==> src/hdl/bsst_pkg.sv <==
package bsst_pkg;

	localparam int VAL_W = 32;
	localparam int CAP_W = 7;
	localparam int CNT_W = 7;
	localparam logic [CAP_W-1:0] CAP_RESET = 7'd64;
	localparam logic [VAL_W-1:0] GAP_INIT = '1;

	typedef struct packed {
		logic signed [VAL_W-1:0] new_value;
		logic start_new;
	} item_t;

	typedef struct packed {
		logic status;
		logic [CNT_W-1:0] held_count;
		logic spans_valid;
		logic [VAL_W-1:0] shortest_span;
		logic [VAL_W-1:0] longest_span;
	} result_t;

endpackage

==> src/hdl/bsst_in_if.sv <==
interface bsst_in_if import bsst_pkg::*; ();
	logic valid;
	logic ready;
	logic signed [VAL_W-1:0] new_value;
	logic start_new;

	modport source (output valid, output new_value, output start_new, input ready);
	modport sink (input valid, input new_value, input start_new, output ready);
endinterface

==> src/hdl/bsst_out_if.sv <==
interface bsst_out_if import bsst_pkg::*; ();
	logic valid;
	logic ready;
	logic status;
	logic [CNT_W-1:0] held_count;
	logic spans_valid;
	logic [VAL_W-1:0] shortest_span;
	logic [VAL_W-1:0] longest_span;

	modport source (
		output valid, output status, output held_count, output spans_valid,
		output shortest_span, output longest_span, input ready
	);
	modport sink (
		input valid, input status, input held_count, input spans_valid,
		input shortest_span, input longest_span, output ready
	);
endinterface

==> src/hdl/bsst_cfg_if.sv <==
interface bsst_cfg_if import bsst_pkg::*; ();
	logic valid;
	logic ready;
	logic [CAP_W-1:0] data;

	modport source (output valid, output data, input ready);
	modport sink (input valid, input data, output ready);
endinterface

==> src/hdl/bsst_mem.sv <==
module bsst_mem import bsst_pkg::*; #(
	parameter int DEPTH = 64,
	parameter int AW = 6
) (
	input  logic clk,
	input  logic we,
	input  logic [AW-1:0] waddr,
	input  logic [VAL_W-1:0] wdata,
	input  logic re,
	input  logic [AW-1:0] raddr,
	output logic [VAL_W-1:0] rdata
);

	logic [VAL_W-1:0] mem [DEPTH];

	always_ff @(posedge clk) begin
		if (we) begin
			mem[waddr] <= wdata;
		end
		if (re) begin
			rdata <= mem[raddr];
		end
	end

endmodule

==> src/hdl/bsst_ctrl.sv <==
module bsst_ctrl import bsst_pkg::*; #(
	parameter int MAX_ENTRIES = 64
) (
	input  logic clk,
	input  logic arst_n,
	input  logic in_valid,
	output logic in_ready,
	input  item_t in_item,
	input  logic [CAP_W-1:0] capacity,
	output logic out_valid,
	input  logic out_ready,
	output result_t out_res,
	output logic mem_we,
	output logic [$clog2(MAX_ENTRIES)-1:0] mem_waddr,
	output logic [VAL_W-1:0] mem_wdata,
	output logic mem_re,
	output logic [$clog2(MAX_ENTRIES)-1:0] mem_raddr,
	input  logic [VAL_W-1:0] mem_rdata
);

	localparam int AW = $clog2(MAX_ENTRIES);
	localparam int CW = $clog2(MAX_ENTRIES + 1);
	localparam int LW = (CW > CAP_W) ? CW : CAP_W;

	localparam logic [1:0] ST_IDLE  = 2'd0;
	localparam logic [1:0] ST_SCAN  = 2'd1;
	localparam logic [1:0] ST_DRAIN = 2'd2;
	localparam logic [1:0] ST_DONE  = 2'd3;

	logic [1:0] state_q;
	logic [CW-1:0] cnt_q;
	logic [CW-1:0] idx_q;
	logic [VAL_W-1:0] val_q;
	logic rej_q;
	logic [VAL_W-1:0] min_q;
	logic [VAL_W-1:0] max_q;
	logic [VAL_W-1:0] gap_q;
	logic rd_v_s1;
	logic [VAL_W-1:0] gap_s2;
	logic gap_v_s2;
	logic out_valid_q;
	result_t res_q;

	logic accept;
	logic [VAL_W-1:0] biased;
	logic [CW-1:0] cnt_eff;
	logic [LW-1:0] cap_ext;
	logic [LW-1:0] max_ext;
	logic [LW-1:0] limit;
	logic full;
	logic [VAL_W-1:0] gap_new;
	logic pipe_empty;
	logic commit;
	logic load_out;
	logic spans_ok;
	logic [CW+CNT_W-1:0] cnt_wide;

	assign in_ready = (state_q == ST_IDLE);
	assign accept = in_valid && in_ready;
	assign biased = {~in_item.new_value[VAL_W-1], in_item.new_value[VAL_W-2:0]};
	assign cnt_eff = in_item.start_new ? '0 : cnt_q;
	assign cap_ext = LW'(capacity);
	assign max_ext = LW'(MAX_ENTRIES);
	assign limit = (cap_ext < max_ext) ? cap_ext : max_ext;
	assign full = (LW'(cnt_eff) >= limit);

	assign mem_re = (state_q == ST_SCAN) && !rej_q && (idx_q < cnt_q);
	assign mem_raddr = idx_q[AW-1:0];
	assign gap_new = (val_q >= mem_rdata) ? (val_q - mem_rdata) : (mem_rdata - val_q);

	assign pipe_empty = !rd_v_s1 && !gap_v_s2;
	assign commit = (state_q == ST_DRAIN) && pipe_empty;
	assign mem_we = commit && !rej_q;
	assign mem_waddr = cnt_q[AW-1:0];
	assign mem_wdata = val_q;

	assign load_out = (state_q == ST_DONE) && (!out_valid_q || out_ready);
	assign spans_ok = (cnt_q >= CW'(2));
	assign cnt_wide = {{CNT_W{1'b0}}, cnt_q};

	always_ff @(posedge clk or negedge arst_n) begin
		if (!arst_n) begin
			state_q <= ST_IDLE;
			cnt_q <= '0;
			idx_q <= '0;
			rej_q <= 1'b0;
			min_q <= '0;
			max_q <= '0;
			gap_q <= GAP_INIT;
			rd_v_s1 <= 1'b0;
			gap_v_s2 <= 1'b0;
			out_valid_q <= 1'b0;
		end else begin
			rd_v_s1 <= mem_re;
			gap_v_s2 <= rd_v_s1;
			if (gap_v_s2 && (gap_s2 < gap_q)) begin
				gap_q <= gap_s2;
			end
			if (load_out) begin
				out_valid_q <= 1'b1;
			end else if (out_ready) begin
				out_valid_q <= 1'b0;
			end
			unique case (state_q)
				ST_IDLE: begin
					if (accept) begin
						rej_q <= full;
						idx_q <= '0;
						if (in_item.start_new) begin
							cnt_q <= '0;
							min_q <= '0;
							max_q <= '0;
							gap_q <= GAP_INIT;
						end
						state_q <= ST_SCAN;
					end
				end
				ST_SCAN: begin
					if (mem_re) begin
						idx_q <= idx_q + CW'(1);
					end else begin
						state_q <= ST_DRAIN;
					end
				end
				ST_DRAIN: begin
					if (pipe_empty) begin
						if (!rej_q) begin
							cnt_q <= cnt_q + CW'(1);
							if (cnt_q == '0) begin
								min_q <= val_q;
								max_q <= val_q;
							end else begin
								if (val_q < min_q) begin
									min_q <= val_q;
								end
								if (val_q > max_q) begin
									max_q <= val_q;
								end
							end
						end
						state_q <= ST_DONE;
					end
				end
				ST_DONE: begin
					if (load_out) begin
						state_q <= ST_IDLE;
					end
				end
				default: begin
					state_q <= ST_IDLE;
				end
			endcase
		end
	end

	always_ff @(posedge clk) begin
		if (accept) begin
			val_q <= biased;
		end
		if (rd_v_s1) begin
			gap_s2 <= gap_new;
		end
		if (load_out) begin
			res_q.status <= rej_q;
			res_q.held_count <= cnt_wide[CNT_W-1:0];
			res_q.spans_valid <= spans_ok;
			res_q.shortest_span <= spans_ok ? gap_q : '0;
			res_q.longest_span <= spans_ok ? (max_q - min_q) : '0;
		end
	end

	assign out_valid = out_valid_q;
	assign out_res = res_q;

`ifndef SYNTHESIS
	a_cnt_bound: assert property (@(posedge clk) disable iff (!arst_n)
		cnt_q <= CW'(MAX_ENTRIES))
		else $error("held count above store depth");

	a_read_below_cnt: assert property (@(posedge clk) disable iff (!arst_n)
		mem_re |-> (idx_q < cnt_q) && !rej_q)
		else $error("read beyond held entries");

	a_write_fits: assert property (@(posedge clk) disable iff (!arst_n)
		mem_we |-> (LW'(cnt_q) < limit))
		else $error("write into a full set");

	a_done_drained: assert property (@(posedge clk) disable iff (!arst_n)
		(state_q == ST_DONE) |-> pipe_empty)
		else $error("gap pipeline busy after commit");

	a_no_accept_busy: assert property (@(posedge clk) disable iff (!arst_n)
		(state_q != ST_IDLE) |-> !in_ready)
		else $error("request taken while busy");
`endif

endmodule

==> src/hdl/bounded_set_span_tracker_unit.sv <==
// A request is taken only while idle: the held values are scanned one entry per cycle
// through the single read port of the value store, the gap pipeline drains, the value
// is committed and the result is registered; an empty set or a rejected value skips the scan.
// No new request is accepted until the previous result has been loaded for output.
// Reset (arst_n low): the set is empty, capacity returns to 64, no result is pending.
module bounded_set_span_tracker_unit import bsst_pkg::*; #(
	parameter int MAX_ENTRIES = 64
) (
	input  logic clk,
	input  logic arst_n,
	bsst_in_if.sink item,
	bsst_out_if.source result,
	bsst_cfg_if.sink cfg
);

	localparam int AW = $clog2(MAX_ENTRIES);

	logic [CAP_W-1:0] capacity_q;
	item_t in_item;
	result_t out_res;
	logic mem_we;
	logic [AW-1:0] mem_waddr;
	logic [VAL_W-1:0] mem_wdata;
	logic mem_re;
	logic [AW-1:0] mem_raddr;
	logic [VAL_W-1:0] mem_rdata;

	assign cfg.ready = 1'b1;

	always_ff @(posedge clk or negedge arst_n) begin
		if (!arst_n) begin
			capacity_q <= CAP_RESET;
		end else if (cfg.valid) begin
			capacity_q <= cfg.data;
		end
	end

	assign in_item.new_value = item.new_value;
	assign in_item.start_new = item.start_new;

	bsst_ctrl #(
		.MAX_ENTRIES(MAX_ENTRIES)
	) u_ctrl (
		.clk(clk),
		.arst_n(arst_n),
		.in_valid(item.valid),
		.in_ready(item.ready),
		.in_item(in_item),
		.capacity(capacity_q),
		.out_valid(result.valid),
		.out_ready(result.ready),
		.out_res(out_res),
		.mem_we(mem_we),
		.mem_waddr(mem_waddr),
		.mem_wdata(mem_wdata),
		.mem_re(mem_re),
		.mem_raddr(mem_raddr),
		.mem_rdata(mem_rdata)
	);

	bsst_mem #(
		.DEPTH(MAX_ENTRIES),
		.AW(AW)
	) u_mem (
		.clk(clk),
		.we(mem_we),
		.waddr(mem_waddr),
		.wdata(mem_wdata),
		.re(mem_re),
		.raddr(mem_raddr),
		.rdata(mem_rdata)
	);

	assign result.status = out_res.status;
	assign result.held_count = out_res.held_count;
	assign result.spans_valid = out_res.spans_valid;
	assign result.shortest_span = out_res.shortest_span;
	assign result.longest_span = out_res.longest_span;

endmodule

==> src/flat_wrapper.sv <==
// flat-port wrapper written by rule: the top's interface ports become plain ports
module bounded_set_span_tracker_unit_flat import bsst_pkg::*;
#(
	parameter int MAX_ENTRIES = 64
)
  (clk, arst_n, item_valid, item_new_value, item_start_new, item_ready, result_valid, result_status, result_held_count, result_spans_valid, result_shortest_span, result_longest_span, result_ready, cfg_valid, cfg_data, cfg_ready);
  bsst_in_if item_i ();
  bsst_out_if result_i ();
  bsst_cfg_if cfg_i ();
  input  logic clk;
  input  logic arst_n;
  input wire logic [$bits(item_i.valid)-1:0] item_valid;
  input wire logic [$bits(item_i.new_value)-1:0] item_new_value;
  input wire logic [$bits(item_i.start_new)-1:0] item_start_new;
  output wire logic [$bits(item_i.ready)-1:0] item_ready;
  output wire logic [$bits(result_i.valid)-1:0] result_valid;
  output wire logic [$bits(result_i.status)-1:0] result_status;
  output wire logic [$bits(result_i.held_count)-1:0] result_held_count;
  output wire logic [$bits(result_i.spans_valid)-1:0] result_spans_valid;
  output wire logic [$bits(result_i.shortest_span)-1:0] result_shortest_span;
  output wire logic [$bits(result_i.longest_span)-1:0] result_longest_span;
  input wire logic [$bits(result_i.ready)-1:0] result_ready;
  input wire logic [$bits(cfg_i.valid)-1:0] cfg_valid;
  input wire logic [$bits(cfg_i.data)-1:0] cfg_data;
  output wire logic [$bits(cfg_i.ready)-1:0] cfg_ready;
  assign item_i.valid = item_valid;
  assign item_i.new_value = item_new_value;
  assign item_i.start_new = item_start_new;
  assign item_ready = item_i.ready;
  assign result_valid = result_i.valid;
  assign result_status = result_i.status;
  assign result_held_count = result_i.held_count;
  assign result_spans_valid = result_i.spans_valid;
  assign result_shortest_span = result_i.shortest_span;
  assign result_longest_span = result_i.longest_span;
  assign result_i.ready = result_ready;
  assign cfg_i.valid = cfg_valid;
  assign cfg_i.data = cfg_data;
  assign cfg_ready = cfg_i.ready;
  bounded_set_span_tracker_unit #(.MAX_ENTRIES(MAX_ENTRIES)) u_core (.clk(clk), .arst_n(arst_n), .item(item_i), .result(result_i), .cfg(cfg_i));
endmodule
==> config.mk <==
export PLATFORM = sky130hd
export DESIGN_NAME = bounded_set_span_tracker_unit_flat
export DESIGN_NICKNAME = d
export VERILOG_FILES = /design/src/hdl/bsst_pkg.sv /design/src/hdl/bsst_in_if.sv /design/src/hdl/bsst_out_if.sv /design/src/hdl/bsst_cfg_if.sv /design/src/hdl/bsst_mem.sv /design/src/hdl/bsst_ctrl.sv /design/src/hdl/bounded_set_span_tracker_unit.sv /design/src/flat_wrapper.sv
export SDC_FILE = /design/constraint.sdc
export NUM_CORES = 2
export LEC_CHECK = 0
export ABC_CLOCK_PERIOD_IN_PS = 6000
export BUFFER_PORTS_ARGS = -buffer_cell sky130_fd_sc_hd__buf_2
export CAP_MARGIN = 20
export CORE_MARGIN = 8
export CORE_UTILIZATION = 45
export DETAILED_ROUTE_END_ITERATION = 16
export PLACE_DENSITY = 0.62
export SLEW_MARGIN = 0
export SYNTH_ARGS = -nofsm -noshare
export SYNTH_HDL_FRONTEND = slang
export SYNTH_SLANG_ARGS = --single-unit
==> constraint.sdc <==
create_clock -name clk -period 6 [get_ports clk]
set_clock_uncertainty 0.15 [all_clocks]
set_input_delay 1.2 -clock clk [delete_from_list [all_inputs] [get_ports clk]]
set_output_delay 1.2 -clock clk [all_outputs]
set_load 0.02 [all_outputs]
Yosys cells after proc, flatten, opt, wreduce, memory -nomap -nowiden
Memories as Yosys holds them, arrays and structs flattened. A register that Yosys moved wholly into a read port is not among the register bits. Index checks and enable logic that the tools add are counted.

Memory bits (writable): 2048. Logic and storage cells: 104. Input bits: 45. Memories kept: 1. Flip-flop bits (word level): 260.

Mux-type cells: 35. Order comparisons: 8. Reductions and logical operators: 24. Equal/unequal tests: 12. Bitwise logic cells: 1. $add $sub $neg: 5.

Memories: u_core.u_mem.mem (words 64, width 32, rd ports 1, clocked after memory_dff 1, write ports 1, RTL line bsst_mem.sv:14) `logic [VAL_W-1:0] mem [DEPTH];`.

Operators with widths (number): $mux W32 (15); $pmux W32 S2 (2); $sub A32 B32 Y32 (3); $lt A32 B32 Y1 (2); $mux W7 (7); $ge A32 B32 Y1 (1); $gt A32 B32 Y1 (1); $pmux W7 S2 (2); $add A7 B1 Y7 const B (2); $ne A2 B2 Y1 const B (6); $reduce_and A6 Y1 (2); $logic_and A1 B1 Y1 (8); $mux W2 (4); $pmux W2 S4 (1); $reduce_and A4 Y1 (2); $ge A7 B2 Y1 const B (1); $ge A7 B7 Y1 (1); $logic_not A7 Y1 (1); $lt A7 B7 Y1 (1); $lt A7 B7 Y1 const B (1); $ne A3 B1 Y1 const B (2); $reduce_bool A2 Y1 (3); $eq A2 B2 Y1 const B (2); $logic_not A1 Y1 (4); other kinds (8) (11).

Depth between registers and ports, before layout
Depth after elaboration: 6. Gate-level depth with buffers: 13. Gate-level depth less buffers: 12.

Hierarchy
Synthesis repeated with hierarchy kept, for this count alone.

Cell total of the unflattened synthesis: 5076. Area, all modules: 96327.4 µm².

By module, submodules not included: bsst_mem (instances 1, cells each 3324, sequential area each 62459.9 µm², area an instance 78835.6 µm²); bsst_ctrl (instances 1, cells each 1735, sequential area each 7056.8 µm², area an instance 17187.7 µm²); bounded_set_span_tracker_unit (instances 1, cells each 17, sequential area each 176.4 µm², area an instance 304.0 µm²).

Worst setup path after synthesis
Ideal clock, no wire load.

Kind: register to register. Start point: reg u_core.u_ctrl.rd_v_s1. End point: mem u_core.u_mem.mem[48][0] (enable). Arrival time: 4110 ps. Data required time: 5389 ps. Stages on the path, launching flop included: 6. Period minus slack after synthesis: 4721 ps. Library setup time: 461 ps. Setup slack: 1279 ps. Path through: dfrtp_1 > or3_1 > clkbuf_1 > nor2_1 > nand4_1 > nor3_1.

Longest elaborated chain between the ends: 6.

RTL lines: from (decl) (RTL line bsst_ctrl.sv:38) `logic rd_v_s1;`; from (signal assigned) (RTL line bsst_ctrl.sv:94) `rd_v_s1 <= mem_re;`; $logic_not A1 Y1 (RTL line bsst_ctrl.sv:71) `assign pipe_empty = !rd_v_s1 && !gap_v_s2;`; $logic_and A1 B1 Y1 (RTL line bsst_ctrl.sv:71); $logic_and A1 B1 Y1 (RTL line bsst_ctrl.sv:72) `assign commit = (state_q == ST_DRAIN) && pipe_empty;`; $logic_and A1 B1 Y1 (RTL line bsst_ctrl.sv:73) `assign mem_we = commit && !rej_q;`; $mux W1 (RTL line bsst_mem.sv:17) `if (we) begin`; $mux W1 (not written as such) (RTL line bsst_mem.sv:18) `mem[waddr] <= wdata;`; to (decl) (RTL line bsst_mem.sv:14).

Every way passes these cells.

Final worst setup path
Start point: reg u_core.u_ctrl.val_q[14] (netlist: u_core.u_ctrl.mem_wdata[14]). End point: reg u_core.u_ctrl.gap_s2[30], data pin.

Longest elaborated chain between the ends: 2.

RTL lines: from (decl) (RTL line bsst_ctrl.sv:33) `logic [VAL_W-1:0] val_q;`; from (signal assigned) (RTL line bsst_ctrl.sv:158) `val_q <= biased;`; $sub A32 B32 Y32 or $ge A32 B32 Y1 (tied branches) (RTL line bsst_ctrl.sv:69) `assign gap_new = (val_q >= mem_rdata) ? (val_q - mem_rdata) : (mem_rdata - val_q);`; $mux W32 (*) (RTL line bsst_ctrl.sv:69); named net u_core.u_ctrl.gap_new[30] (RTL line bsst_ctrl.sv:51) `logic [VAL_W-1:0] gap_new;`; to (signal assigned) (RTL line bsst_ctrl.sv:161) `gap_s2 <= gap_new;`; to (decl) (RTL line bsst_ctrl.sv:39) `logic [VAL_W-1:0] gap_s2;`.

Mark *: on every way through the listed nets, which the timed path passes. The rest lies on a longest branch. A chain may end at the register's enable or synchronous reset.

==> reports/qor.txt <==
Outcome = finished, final reports clean
Total gr overflow = 0
H-tree depth = 4
Nets = 5332
TritonCTS Buffers = 232
Synth cell types = 79
IO Port Bufs = 119
Final Slew Violations = 0
Max Clock Freq = 227.4 MHz
Max-Cap Viols = 0
Syn_area_per_cell = 20.15 um2
Design Area, Final = 109100 um2
Synth top area cells = edfxtp_1 (69%), mux4_2 (16%), ha_1 (2.7%)
Min-Delay Path Class = input port to async pin
Clk_lat worst skew = 0.87 ns
Tcrit/Tclk final = 0.7330
Post-synthesis register bit count = 2340
CTS root buf = clkbuf_16
Clk slew on worst S/H paths = 0.06 ns
Top-count cell post-synth = edfxtp_1
Worst slew pin tran = 1.069 ns
Total GRT Usage = 0.2233
Die span in y = 478.4 um
Area Growth Syn to Fin = 13.45%
Tmin final = 4.398 ns
Inst Count DP = 7661
Sequential share of the synthesized area = 0.7244
CP Launch Type = register
CP max stage delay = 0.92 ns
CP arrival = 4.87 ns
Share of the synthesized area in the top cell type = 0.6920
Vias in the first global route = 49.26k
Die W = 478.4 um
DR pass1 iterations = 6
Die area = 228800 um2
Fill cell count = 16.76k
Initial DRC count = 5873
Critical Path RT = 6.47 ns
CTS tree = built
Max stage delay cell, worst path = edfxtp_1
Syn_nets = 5031
DRT antenna net count = 0
Number of warnings issued by yosys = 0
Worst path top cell family by delay = compound AO/OA/AOI/OAI gates
# rows = 169
Hold_ws = 0.2705 ns
Max FO, Critical Path = 36
Cells after Synth = 4774
PD cells = 435.1 nW/um2
Setup TNS = 0 ns
WS Path Type = register to register
Initial core utilization = 0.4532
Final setup violating endpoints = 0
Drt total wl = 259700 um
DRC = 0
Synth Cell Area = 96200 um2
Boundary Pins = 121
P_leak = 35.67 nW
Worst IR Drop VDD = 0.3220 mV
Vias/cell = 6.064
DR WL/cell = 32.07 um
Setup bufs post-CTS = 0
Nature of the critical path endpoint = register
Dominant cell type by area after synthesis = edfxtp_1
Post-synth EDFFs = 2217
Via count = 49.11k
Post-CTS Hold Buffers = 0
Async set-reset flop share out of synthesis = 0.05256
Crit-path cells = buf_4 > buf_4 > inv_1 > ha_1 > a21oi_1 > o21ai_0 > a21o_1 > a21oi_1 > o31ai_1 > a221o_1 > mux2i_1 > o22ai_1 > xor2_1
CP bufs+invs = 3
GP Congestion = 0.8966
Non-filler cells, final = 8098
Hpwl dp = 165400 um
Sink Count = 2340
Core area = 212300 um2
Main synth FF type = edfxtp_1
CTS max path bufs = 3
Slew margin rel. = 0.2876
Cell Area, Placed = 101400 um2
Most frequent cells after synthesis = edfxtp_1 (2217), mux4_2 (671), nor2_1 (220)
RSZ-0062 raised after global routing = false
Largest net degree at the start of global routing = 116
First-pass GRT wire length = 368500 um
# resized after CTS = 0
Initial antenna violation count = 35
Ratio of cells with drive above 1 in the final layout = 0.2705
Final Hold Viols = 0
-- worst paths after layout --
kind                       slack, ns                   startpoint  cells past startpoint                       end
min in group clk                0.34      u_core.u_ctrl.min_q[19]                      1   u_core.u_ctrl.min_q[19]
min reg2reg                     0.34      u_core.u_ctrl.min_q[19]                      1   u_core.u_ctrl.min_q[19]
min                             0.27                       arst_n                      1   u_core.u_ctrl.min_q[10]
max in group asynchronous       4.32                       arst_n                      2   u_core.u_ctrl.min_q[24]
max                             1.60  u_core.u_ctrl.mem_wdata[14]                     13  u_core.u_ctrl.gap_s2[30]
max reg2reg                     1.60  u_core.u_ctrl.mem_wdata[14]                     13  u_core.u_ctrl.gap_s2[30]
-- report_power, final --
group	total (mW)	switching [mW]	leakage, nW	internal [mW]
combinational	12.6	7.57	10.5	5.08
clock	14.6	6.23	3.73	8.40
sequential	20.2	0.675	21.5	19.5
total	47.5	14.5	35.7	33.0
-- placed cells by master, fill, tap and decap left out, types with 11 or more instances in the layout --
cell type / Yosys / routed
ha_1: 209 / 209
buf_2: 63 / 118
o21ai_1: 27 / 26
edfxtp_1: 2217 / 2217
a21o_1: 82 / 82
or3_1: 11 / 11
inv_1: 192 / 192
dfrtp_1: 90 / 84
clkbuf_1: 120 / 52
o31ai_1: 17 / 16
o21bai_1: 16 / 16
dfstp_2: 33 / 33
nand2b_1: 16 / 16
nor2_1: 220 / 158
clkinv_1: 0 / 50
nor2_4: 0 / 62
nor3_1: 27 / 25
a21oi_1: 118 / 117
mux2i_1: 43 / 43
clkbuf_16: 0 / 235
bufinv_16: 0 / 27
buf_12: 0 / 16
buf_4: 8 / 157
xnor2_1: 30 / 30
nand3_1: 37 / 37
o21ai_0: 55 / 55
nand4_1: 35 / 35
a31oi_1: 18 / 18
nor2b_1: 23 / 23
xor2_1: 17 / 17
mux2_1: 67 / 67
clkinv_2: 0 / 38
mux4_2: 671 / 671
o21a_1: 19 / 19
nand2_1: 113 / 112
-- per-layer routing --
layer / global-route usage / wire length [um] / vias to the layer above / share of wire
li1: - / - / 20180 / -
met1: 0.3251 / 111000 / 26570 / 0.43
met2: 0.3595 / 124200 / 2033 / 0.48
met3: 0.03893 / 19900 / 320 / 0.077
met4: 0.04367 / 4534 / 6 / 0.017
met5: 0 / 45 / - / 0.00017
-- registers in the layout, indices dropped and copies added, names as in the netlist --
| name | cells |
|---|---|
| u_core.capacity_q | 7 |
| u_core.u_ctrl.cnt_q | 7 |
| u_core.u_ctrl.gap_q | 32 |
| u_core.u_ctrl.gap_s2 | 32 |
| u_core.u_ctrl.gap_v_s2 | 1 |
| u_core.u_ctrl.idx_q | 7 |
| u_core.u_ctrl.max_q | 32 |
| u_core.u_ctrl.mem_wdata | 32 |
| u_core.u_ctrl.min_q | 32 |
| u_core.u_ctrl.out_res | 73 |
| u_core.u_ctrl.out_valid | 1 |
| u_core.u_ctrl.rd_v_s1 | 1 |
| u_core.u_ctrl.rej_q | 1 |
| u_core.u_ctrl.state_q | 2 |
| u_core.u_mem.mem | 2048 |
| u_core.u_mem.rdata | 32 |
-- logic make-up after synthesis --
| family | share of synthesized area |
|---|---|
| and+or+nand+nor | 0.02537 |
| other | 0.00003898 |
| buffers and inverters | 0.01791 |
| AOI/OAI and AO/OA | 0.02944 |
| xor gates and xnor gates | 0.004279 |
| muxes | 0.1707 |
| adders and majority gates | 0.02781 |
| DFF | 0.7244 |
-- layout make-up --
type                       count  area [um2]  share of cell area
antenna                        5       12.51           0.0001146
clock inverter               141        1589             0.01456
tap                         2821        3530             0.03234
clock buffer                 290        6117             0.05605
sequential                  2340       69710              0.6387
inverter                     194       728.2            0.006672
timing repair buffer         293        2128             0.01950
multi-input combinational   2014       25330              0.2321
-- metrics by stage --
step | setup slack, ns | power [mW] | util
after global placement | 1.716 | 33.12 | 0.4775
after global routing | 1.375 | 49.25 | 0.5141
final | 1.602 | 47.49 | 0.5141
after CTS | 1.678 | 47.75 | 0.5139
after detailed placement | 1.683 | 33.21 | 0.4776
after floorplan | 1.279 | 28.71 | -
Note: power is estimated with default switching activity, not from simulation.
